`config.mk`:
```
export PLATFORM = sky130hd
export DESIGN_NAME = trp_div_chain
export DESIGN_NICKNAME = d
export VERILOG_FILES = /design/src/trp_pkg.sv /design/src/trp_div_cell.sv /design/src/trp_div_chain.sv
export VERILOG_INCLUDE_DIRS = /design/src /design/src/src
export SDC_FILE = /design/constraint.sdc
export NUM_CORES = 2
export LEC_CHECK = 0
export ABC_AREA = 1
export BUFFER_PORTS_ARGS = -buffer_cell sky130_fd_sc_hd__buf_2
export CAP_MARGIN = 5
export CORE_MARGIN = 4
export CORE_UTILIZATION = 50
export CTS_BUF_LIST = sky130_fd_sc_hd__clkbuf_4
export DETAILED_ROUTE_END_ITERATION = 16
export HOLD_SLACK_MARGIN = 0.15
export PLACE_DENSITY = 0.66
export SLEW_MARGIN = 20
export SYNTH_ARGS = -nofsm -noshare
export SYNTH_HDL_FRONTEND = slang
export SYNTH_SLANG_ARGS = --single-unit
```
`constraint.sdc`:
```
create_clock -name clk -period 5.3 [get_ports clk]
set_input_delay 1.59 -clock clk [delete_from_list [all_inputs] [get_ports clk]]
set_output_delay 1.59 -clock clk [all_outputs]
set_load 0.01 [all_outputs]
```
`src/assert_macros.svh`:
```
// Assertion macros shared by the ranging result processor RTL.
`ifndef ASSERT_MACROS_SVH
`define ASSERT_MACROS_SVH

`ifndef SYNTH

// Concurrent check, skipped while reset is asserted.
`define TRP_ASSERT(lbl, clk, rstn, prop) \
  lbl: assert property (@(posedge clk) disable iff (!rstn) prop) \
    else $error("assertion failed");

// Concurrent check that also runs during reset.
`define TRP_ASSERT_NR(lbl, clk, prop) \
  lbl: assert property (@(posedge clk) prop) \
    else $error("assertion failed");

`else

`define TRP_ASSERT(lbl, clk, rstn, prop)
`define TRP_ASSERT_NR(lbl, clk, prop)

`endif

`endif

```
`src/trp_pkg.sv`:
```
// Types, constants and helper functions of the ranging result processor.
package trp_pkg;

  localparam int unsigned STATUS_W = 4;
  localparam int unsigned DATA16_W = 16;
  localparam int unsigned DIVIDEND_W = 32;
  localparam int unsigned RANGE_DIV_W = 16;
  localparam int unsigned RATE_DIV_W = 32;
  localparam int unsigned PROD_W = 27;
  localparam int unsigned GAIN_SHIFT = 11;
  localparam int unsigned IN_TDATA_W = 80;
  localparam int unsigned OUT_TDATA_W = 72;
  localparam int unsigned CFG_ADDR_W = 3;
  localparam int unsigned CFG_DATA_W = 32;

  localparam logic [10:0] GAIN_FACTOR = 11'd2011;
  localparam logic [PROD_W-1:0] GAIN_ROUND = 27'h000_0400;
  localparam logic [15:0] SPAD_FALLBACK = 16'h8000;
  localparam logic [15:0] CLIP16 = 16'hFFFF;
  localparam logic [15:0] TARGET_RATE_RESET = 16'd2560;

  // Register index carried in the word-address bit of the bus.
  localparam logic REG_TARGET_RATE = 1'b0;

  // Raw status codes reported by the sensor.
  localparam logic [7:0] DEV_HW_FAIL_A = 8'd1;
  localparam logic [7:0] DEV_HW_FAIL_B = 8'd2;
  localparam logic [7:0] DEV_HW_FAIL_C = 8'd3;
  localparam logic [7:0] DEV_SIGNAL_FAIL = 8'd4;
  localparam logic [7:0] DEV_BOUNDS = 8'd5;
  localparam logic [7:0] DEV_SIGMA_FAIL = 8'd6;
  localparam logic [7:0] DEV_WRAP_FAIL = 8'd7;
  localparam logic [7:0] DEV_MIN_CLIPPED = 8'd8;
  localparam logic [7:0] DEV_RANGE_OK = 8'd9;
  localparam logic [7:0] DEV_XTALK_FAIL = 8'd12;
  localparam logic [7:0] DEV_MIN_RANGE = 8'd13;
  localparam logic [7:0] DEV_HW_FAIL_D = 8'd17;
  localparam logic [7:0] DEV_SYNC = 8'd18;

  typedef enum logic [STATUS_W-1:0] {
    RS_VALID    = 4'd0,
    RS_SIGMA    = 4'd1,
    RS_SIGNAL   = 4'd2,
    RS_MINCLIP  = 4'd3,
    RS_BOUNDS   = 4'd4,
    RS_HW       = 4'd5,
    RS_NOWRAP   = 4'd6,
    RS_WRAP     = 4'd7,
    RS_XTALK    = 4'd8,
    RS_SYNC     = 4'd9,
    RS_MINRANGE = 4'd10,
    RS_NONE     = 4'd11
  } meas_status_t;

  // Fields that ride alongside the divider chains.
  typedef struct packed {
    logic         fallback;
    meas_status_t status;
    logic [15:0]  dist_mm;
    logic [15:0]  peak_rate;
    logic [15:0]  ambient_rate;
  } trp_side_t;

  localparam int unsigned SIDE_W = $bits(trp_side_t);

  function automatic meas_status_t map_status(logic [7:0] dev, logic [7:0] stream);
    meas_status_t rs;
    unique case (dev)
      DEV_HW_FAIL_A, DEV_HW_FAIL_B, DEV_HW_FAIL_C, DEV_HW_FAIL_D: rs = RS_HW;
      DEV_SIGNAL_FAIL: rs = RS_SIGNAL;
      DEV_BOUNDS:      rs = RS_BOUNDS;
      DEV_SIGMA_FAIL:  rs = RS_SIGMA;
      DEV_WRAP_FAIL:   rs = RS_WRAP;
      DEV_MIN_CLIPPED: rs = RS_MINCLIP;
      DEV_RANGE_OK:    rs = (stream == 8'd0) ? RS_NOWRAP : RS_VALID;
      DEV_XTALK_FAIL:  rs = RS_XTALK;
      DEV_MIN_RANGE:   rs = RS_MINRANGE;
      DEV_SYNC:        rs = RS_SYNC;
      default:         rs = RS_NONE;
    endcase
    return rs;
  endfunction

endpackage

```
`src/trp_div_cell.sv`:
```
// One restoring-division cell: resolves one quotient bit per transfer.
`include "assert_macros.svh"

module trp_div_cell
  import trp_pkg::*;
#(
  parameter int unsigned DVD_W  = DIVIDEND_W,
  parameter int unsigned DVS_W  = RANGE_DIV_W,
  parameter int unsigned SIDE_WD = SIDE_W
) (
  input  logic               clk,
  input  logic               rst_n,
  input  logic               en,
  input  logic               in_valid,
  input  logic [DVS_W-1:0]   in_rem,
  input  logic [DVD_W-1:0]   in_dvd,
  input  logic [DVD_W-1:0]   in_quo,
  input  logic [DVS_W-1:0]   in_dvs,
  input  logic [SIDE_WD-1:0] in_side,
  output logic               out_valid,
  output logic [DVS_W-1:0]   out_rem,
  output logic [DVD_W-1:0]   out_dvd,
  output logic [DVD_W-1:0]   out_quo,
  output logic [DVS_W-1:0]   out_dvs,
  output logic [SIDE_WD-1:0] out_side
);

  logic               valid_r;
  logic [DVS_W-1:0]   rem_r, rem_nxt;
  logic [DVD_W-1:0]   dvd_r, quo_r;
  logic [DVS_W-1:0]   dvs_r;
  logic [SIDE_WD-1:0] side_r;
  logic [DVS_W:0]     trial;
  logic [DVS_W:0]     diff;
  logic               ge;

  // Bring down the next dividend bit and try to subtract the divisor.
  always_comb begin
    trial   = {in_rem, in_dvd[DVD_W-1]};
    ge      = (trial >= {1'b0, in_dvs});
    diff    = trial - {1'b0, in_dvs};
    rem_nxt = ge ? diff[DVS_W-1:0] : trial[DVS_W-1:0];
  end

  always_ff @(posedge clk) begin
    if (!rst_n) begin
      valid_r <= 1'b0;
    end else if (en) begin
      valid_r <= in_valid;
    end
  end

  always_ff @(posedge clk) begin
    if (en) begin
      rem_r  <= rem_nxt;
      dvd_r  <= {in_dvd[DVD_W-2:0], 1'b0};
      quo_r  <= {in_quo[DVD_W-2:0], ge};
      dvs_r  <= in_dvs;
      side_r <= in_side;
    end
  end

  assign out_valid = valid_r;
  assign out_rem   = rem_r;
  assign out_dvd   = dvd_r;
  assign out_quo   = quo_r;
  assign out_dvs   = dvs_r;
  assign out_side  = side_r;

  `TRP_ASSERT(a_rem_below_divisor, clk, rst_n, (en && in_valid && (in_rem < in_dvs)) |=> (rem_r < dvs_r))

endmodule

```
`src/trp_div_chain.sv`:
```
// Row of division cells that yields one full quotient per transfer.
module trp_div_chain
  import trp_pkg::*;
#(
  parameter int unsigned DVD_W   = DIVIDEND_W,
  parameter int unsigned DVS_W   = RANGE_DIV_W,
  parameter int unsigned SIDE_WD = SIDE_W
) (
  input  logic               clk,
  input  logic               rst_n,
  input  logic               en,
  input  logic               in_valid,
  input  logic [DVD_W-1:0]   in_dividend,
  input  logic [DVS_W-1:0]   in_divisor,
  input  logic [SIDE_WD-1:0] in_side,
  output logic               out_valid,
  output logic [DVD_W-1:0]   out_quotient,
  output logic [SIDE_WD-1:0] out_side
);

  logic               v_s    [0:DVD_W];
  logic [DVS_W-1:0]   rem_s  [0:DVD_W];
  logic [DVD_W-1:0]   dvd_s  [0:DVD_W];
  logic [DVD_W-1:0]   quo_s  [0:DVD_W];
  logic [DVS_W-1:0]   dvs_s  [0:DVD_W];
  logic [SIDE_WD-1:0] side_s [0:DVD_W];

  assign v_s[0]    = in_valid;
  assign rem_s[0]  = '0;
  assign dvd_s[0]  = in_dividend;
  assign quo_s[0]  = '0;
  assign dvs_s[0]  = in_divisor;
  assign side_s[0] = in_side;

  for (genvar i = 0; i < DVD_W; i++) begin : g_cell
    trp_div_cell #(
      .DVD_W  (DVD_W),
      .DVS_W  (DVS_W),
      .SIDE_WD(SIDE_WD)
    ) u_cell (
      .clk      (clk),
      .rst_n    (rst_n),
      .en       (en),
      .in_valid (v_s[i]),
      .in_rem   (rem_s[i]),
      .in_dvd   (dvd_s[i]),
      .in_quo   (quo_s[i]),
      .in_dvs   (dvs_s[i]),
      .in_side  (side_s[i]),
      .out_valid(v_s[i+1]),
      .out_rem  (rem_s[i+1]),
      .out_dvd  (dvd_s[i+1]),
      .out_quo  (quo_s[i+1]),
      .out_dvs  (dvs_s[i+1]),
      .out_side (side_s[i+1])
    );
  end

  assign out_valid    = v_s[DVD_W];
  assign out_quotient = quo_s[DVD_W];
  assign out_side     = side_s[DVD_W];

endmodule

```
======== Yosys cells after proc, flatten, opt, wreduce, memory -nomap -nowiden ========
Cells that the tools add are included.
Widths: inputs -> output; s select.
word-level totals
  bits in writable memories ............... 0
  word-level logic and storage cells ...... 284
  latch bits .............................. 0
  output and inout bits ................... 86
  memories kept ........................... 0
  bits of input ports ..................... 105
  ROM bits ................................ 0
  flip-flop bits (word level) ............. 3,744
cells by class
  eq/ne operators ......................... 0
  multipliers ............................. 0
  bitwise operators ....................... 0
  add/sub/neg operators ................... 31
  order comparisons ....................... 32
  reduce and logical (&&, ||, !) cells .... 0
  shifts and indexed selects .............. 0
  mux-type cells .......................... 31
  divide/modulo/power cells ............... 0
operators with widths
  cell            count
  $ge 17x16->1    31
  $mux 16         30
  $sub 16x16->16  30
  $ge 1x16->1     1
  $sub 1x16->16   1
  $mux 1          1

======== Depth between registers and ports, before layout ========
  word-level depth ........................ 2
  gate-level depth with buffers ........... 15
  gate-level depth less buffers ........... 13

======== Hierarchy ========
From an unflattened synthesis, not the netlist that was laid out.
unflattened totals
  cell total of the unflattened synthesis .. 13,570
  area total of the unflattened synthesis .. 187,039.4 µm²
modules (own cells, without submodules)
  module                                seq. area each (µm²)  cells an instance  instances  area an instance (µm²)
  trp_div_cell (g_cell[14].u_cell ...)  4,464.3               423                22         5,808.1
  trp_div_cell (g_cell[0].u_cell ...)   4,464.3               426                9          5,931.9
  trp_div_cell (g_cell[22].u_cell)      4,464.3               429                1          5,870.6
  trp_div_chain                         0.0                   1                  1          3.8

======== Worst setup path after synthesis ========
Ideal clock, no wire load.
  path type ............................... input-to-reg
  start ................................... input port in_dividend[31]
  end ..................................... register g_cell[0].u_cell.rem_r[10] (data pin)
  data arrival time ....................... 2,593 ps
  stages .................................. 7
  setup slack ............................. 2,431 ps
  library setup time ...................... 276 ps
  required time ........................... 5,024 ps
  path buffers ............................ 0
  cells stage by stage .................... inv_1 -> ha_1 -> inv_1 -> ha_1 -> nand2_1 -> nor3_1 -> a21oi_1
on the way
  word-level cells in the longest chain between the ends .. 1
  elaborated cells on any way between the ends .. 2
  those cells by class .................... 1 x add/sub; 1 x order compare
ends and longest elaborated chain
  what                                          line                                    RTL
  start: declaration                            trp_div_chain.sv:13                     input logic [DVD_W-1:0] in_dividend,
  $sub 1x16->16 or $ge 1x16->1 (tied branches)  trp_div_cell.sv:41, trp_div_cell.sv:40
  end signal: assignment                        trp_div_cell.sv:55                      rem_r <= rem_nxt;
  end: declaration                              trp_div_cell.sv:29                      logic [DVS_W-1:0] rem_r, rem_nxt;
Several ways; a longest one is shown, not always the timed one.
A chain may end at the register's enable or synchronous reset.

======== Final worst setup path ========
  start ................................... register g_cell[31].u_cell.quo_r[24]
  end ..................................... output port out_quotient[24]
RTL lines
  what                      line                 RTL
  start: declaration        trp_div_cell.sv:30   logic [DVD_W-1:0] dvd_r, quo_r;
  start signal: assignment  trp_div_cell.sv:57   quo_r <= {in_quo[DVD_W-2:0], ge};
  end: declaration          trp_div_chain.sv:17  output logic [DVD_W-1:0] out_quotient,
No word-level cell between the ends.

==> metrics.txt <==
status finished clean; FF-to-FF setup slack 2.28 ns; worst reg2reg path endpoint g_cell[12].u_cell.out_rem[11]; WL/cell 16.98 µm; Synth Instances 12350; register area 112100 µm²; Num Clock Sinks 3744; Slew Limit Fails 0; Vias 89000; final net count 14170; hold_buf cts 97; slowest cell on the critical path edfxtp_1; top cells by area, synth edfxtp_1 72%, nand2_1 9.0%, inv_1 4.7%; syn_nets 12980; RSZ-0062 raised after global routing false; DR iter-0 viols 7055; post-DP HPWL 218.4 mm; overall power 87.32 mW; GRT overflow 0; Routed Antenna Nets 0; first-pass GRT wire length 490.4 mm; P per Cell Area 504.5 nW/µm²; yosys warns 0; multi-input logic area 33620 µm²; mapped cell area 154000 µm²; DP Area 160400 µm²; final wirelength 311.4 mm; Fin. Hold Viols 0; flops & latches, synth 3744; Avg Cell Area, Syn 12.47 µm²; CP top delay family flip-flops; # rows 203; root buf cell clkbuf_4; Worst Path Arrival 2.33 ns; fillers 25650; reg-to-reg startpoint g_cell[11].u_cell.out_rem[9]; Worst-Margin Slew 0.9961 ns; clock buffer depth 4; Die X 563.0 µm; count leader, synth edfxtp_1; Final setup viols 0; cell accounting for the most synthesized area edfxtp_1; largest net degree at the start of global routing 150; Clock transition at path regs 0.06 ns; sequential cell area fraction in the yosys report 72.80%; DRC errors left 0; Req. time, crit path 3.71 ns; Num CTS Buffers 907; Leakage 74.68 nW; top cells by count, synth 3712 x edfxtp_1, 3677 x nand2_1, 1928 x inv_1; share of layout cells above drive strength 1 13.59%; total track usage 19.55%; fin area 173100 µm²; worst path buffer plus inverter count 1; Rel. slew slack 33.60%; synth unique cells 45; Layout area overhead 12.39%; async set-reset flop share out of synthesis 0%; Top FF cell, synth edfxtp_1; CTS tree built; vias in the first global route 88510; number of port buffers 190; Final min period 3.917 ns; Clock Skews 0.09331 ns; Vias/cell 4.851; Hold Path Class reg -> reg; Setup CP Type reg -> out; final core utilization 56.50%; Max-Cap Viols 0; initial core utilization 50.27%; Worst path max stage delay 0.63 ns; initial antenna violation count 11; post-synth top area share 72.38%; Clk Latency, worst-skew pair 1.52 ns; post-CTS sizing 0; DIE HEIGHT 563.0 µm; setup TNS 0 ns; Setup crit end kind output pin; crit path from g_cell[31].u_cell.out_quo[24]; critical path depth in cells 1; Max VDD drop 0.0002999 V; # Post-CTS Setup Buffers 0; die area 316900 µm²; period utilisation layout 73.91%; Post-synth EDFFs 3712; IO Count 191; R2R cell count 10; Placer Congestion 0.8916; Critical Path Sink out_quotient[24]; drt first pass iters 8; core area 306300 µm²; worst-path fanout max 1; CP Cell Sequence buf_2; Hold WS 0.3483 ns; CP Launch Type flip-flop; H-tree Lvls 6; f_max 255.3 MHz
==> cells by family (layout without fill, tap and decap cells) <==
kind of cell | after synthesis | count (layout) | share of synthesized area, %
DFF | 3744 | 3744 | 72.80
xor gates and xnor gates | 190 | 190 | 1.081
adders and majority gates | 528 | 528 | 4.436
AOI/OAI and AO/OA | 372 | 372 | 1.279
other | 0 | 9 | 0
buffers and inverters | 2067 | 3956 | 5.367
and+or+nand+nor | 5446 | 5446 | 15.04
==> registers in the layout, summed over array words and instances, names as in the netlist <==
| signal | cells |
|---|---|
| g_cell.u_cell.out_dvd | 496 |
| g_cell.u_cell.out_valid | 32 |
| g_cell.u_cell.out_side | 1696 |
| g_cell.u_cell.out_quo | 528 |
| g_cell.u_cell.out_dvs | 496 |
| g_cell.u_cell.out_rem | 496 |
==> placed cells by master (no fill, tap or decap), types with 35 or more instances in the layout <==
cell type	count
inv_1	1928
nand4_1	123
nor2_1	512
clkinv_2	41
nand3_1	752
nand2_1	3677
a21oi_1	279
dlygate4sd3_1	97
nand3_2	35
buf_12	37
o21ai_0	47
edfxtp_1	3712
buf_2	189
xnor2_1	63
xor2_1	127
nand2_2	49
buf_4	80
clkinv_1	208
nand3b_1	57
clkbuf_4	1300
ha_1	498
nor3_1	79
==> worst min-delay path by stage <==
stage / startpoint / slack (ns) / end / cells past startpoint
global route: in_dividend[7] / 0.22 / g_cell[0].u_cell.out_dvd[8] / 1
finish: g_cell[21].u_cell.out_quo[14] / 0.35 / g_cell[22].u_cell.out_quo[15] / 0
floorplan: g_cell[9].u_cell.out_dvd[10] / 0.40 / g_cell[10].u_cell.out_dvd[11] / 0
global placement: g_cell[24].u_cell.out_side[52] / 0.40 / g_cell[25].u_cell.out_side[52] / 0
CTS: in_dividend[7] / 0.15 / g_cell[0].u_cell.out_dvd[8] / 1
detailed placement: g_cell[9].u_cell.out_dvd[18] / 0.40 / g_cell[10].u_cell.out_dvd[19] / 0
==> per-stage QoR <==
| step | setup slack, ns | cells |
|---|---|---|
| 2_1_floorplan | 2.431 | 12350 |
| 4_1_cts | 1.067 | 18340 |
| 5_1_grt | 1.143 | 18340 |
| 6_report | 1.383 | 18350 |
| 3_5_place_dp | 1.796 | 16630 |
| 3_3_place_gp | 1.833 | 16630 |
==> per-layer routing <==
metal,GRT usage (%),vias to the layer above,wire length (µm)
li1,-,44470,-
met5,0,-,108
met4,5.698,16,6462
met2,30.84,2084,144400
met3,3.281,466,14960
met1,28.16,41960,145500
==> power by group <==
part	leakage (nW)	internal, mW	switching [mW]	total, mW
registers	36.6	37.4	2.16	39.6
logic	31.2	8.03	16.5	24.6
clock network	6.87	12.0	11.2	23.1
==> final cells by class <==
class | count | area share [%]
inverter | 1944 | 4.216
sequential | 3744 | 64.77
clock inverter | 309 | 1.084
clock buffer | 1300 | 5.639
antenna | 9 | 0.01301
multi-input combinational | 6536 | 19.43
timing repair buffer | 403 | 1.882
tap | 4100 | 2.964
(Power assumes the default switching activity.)
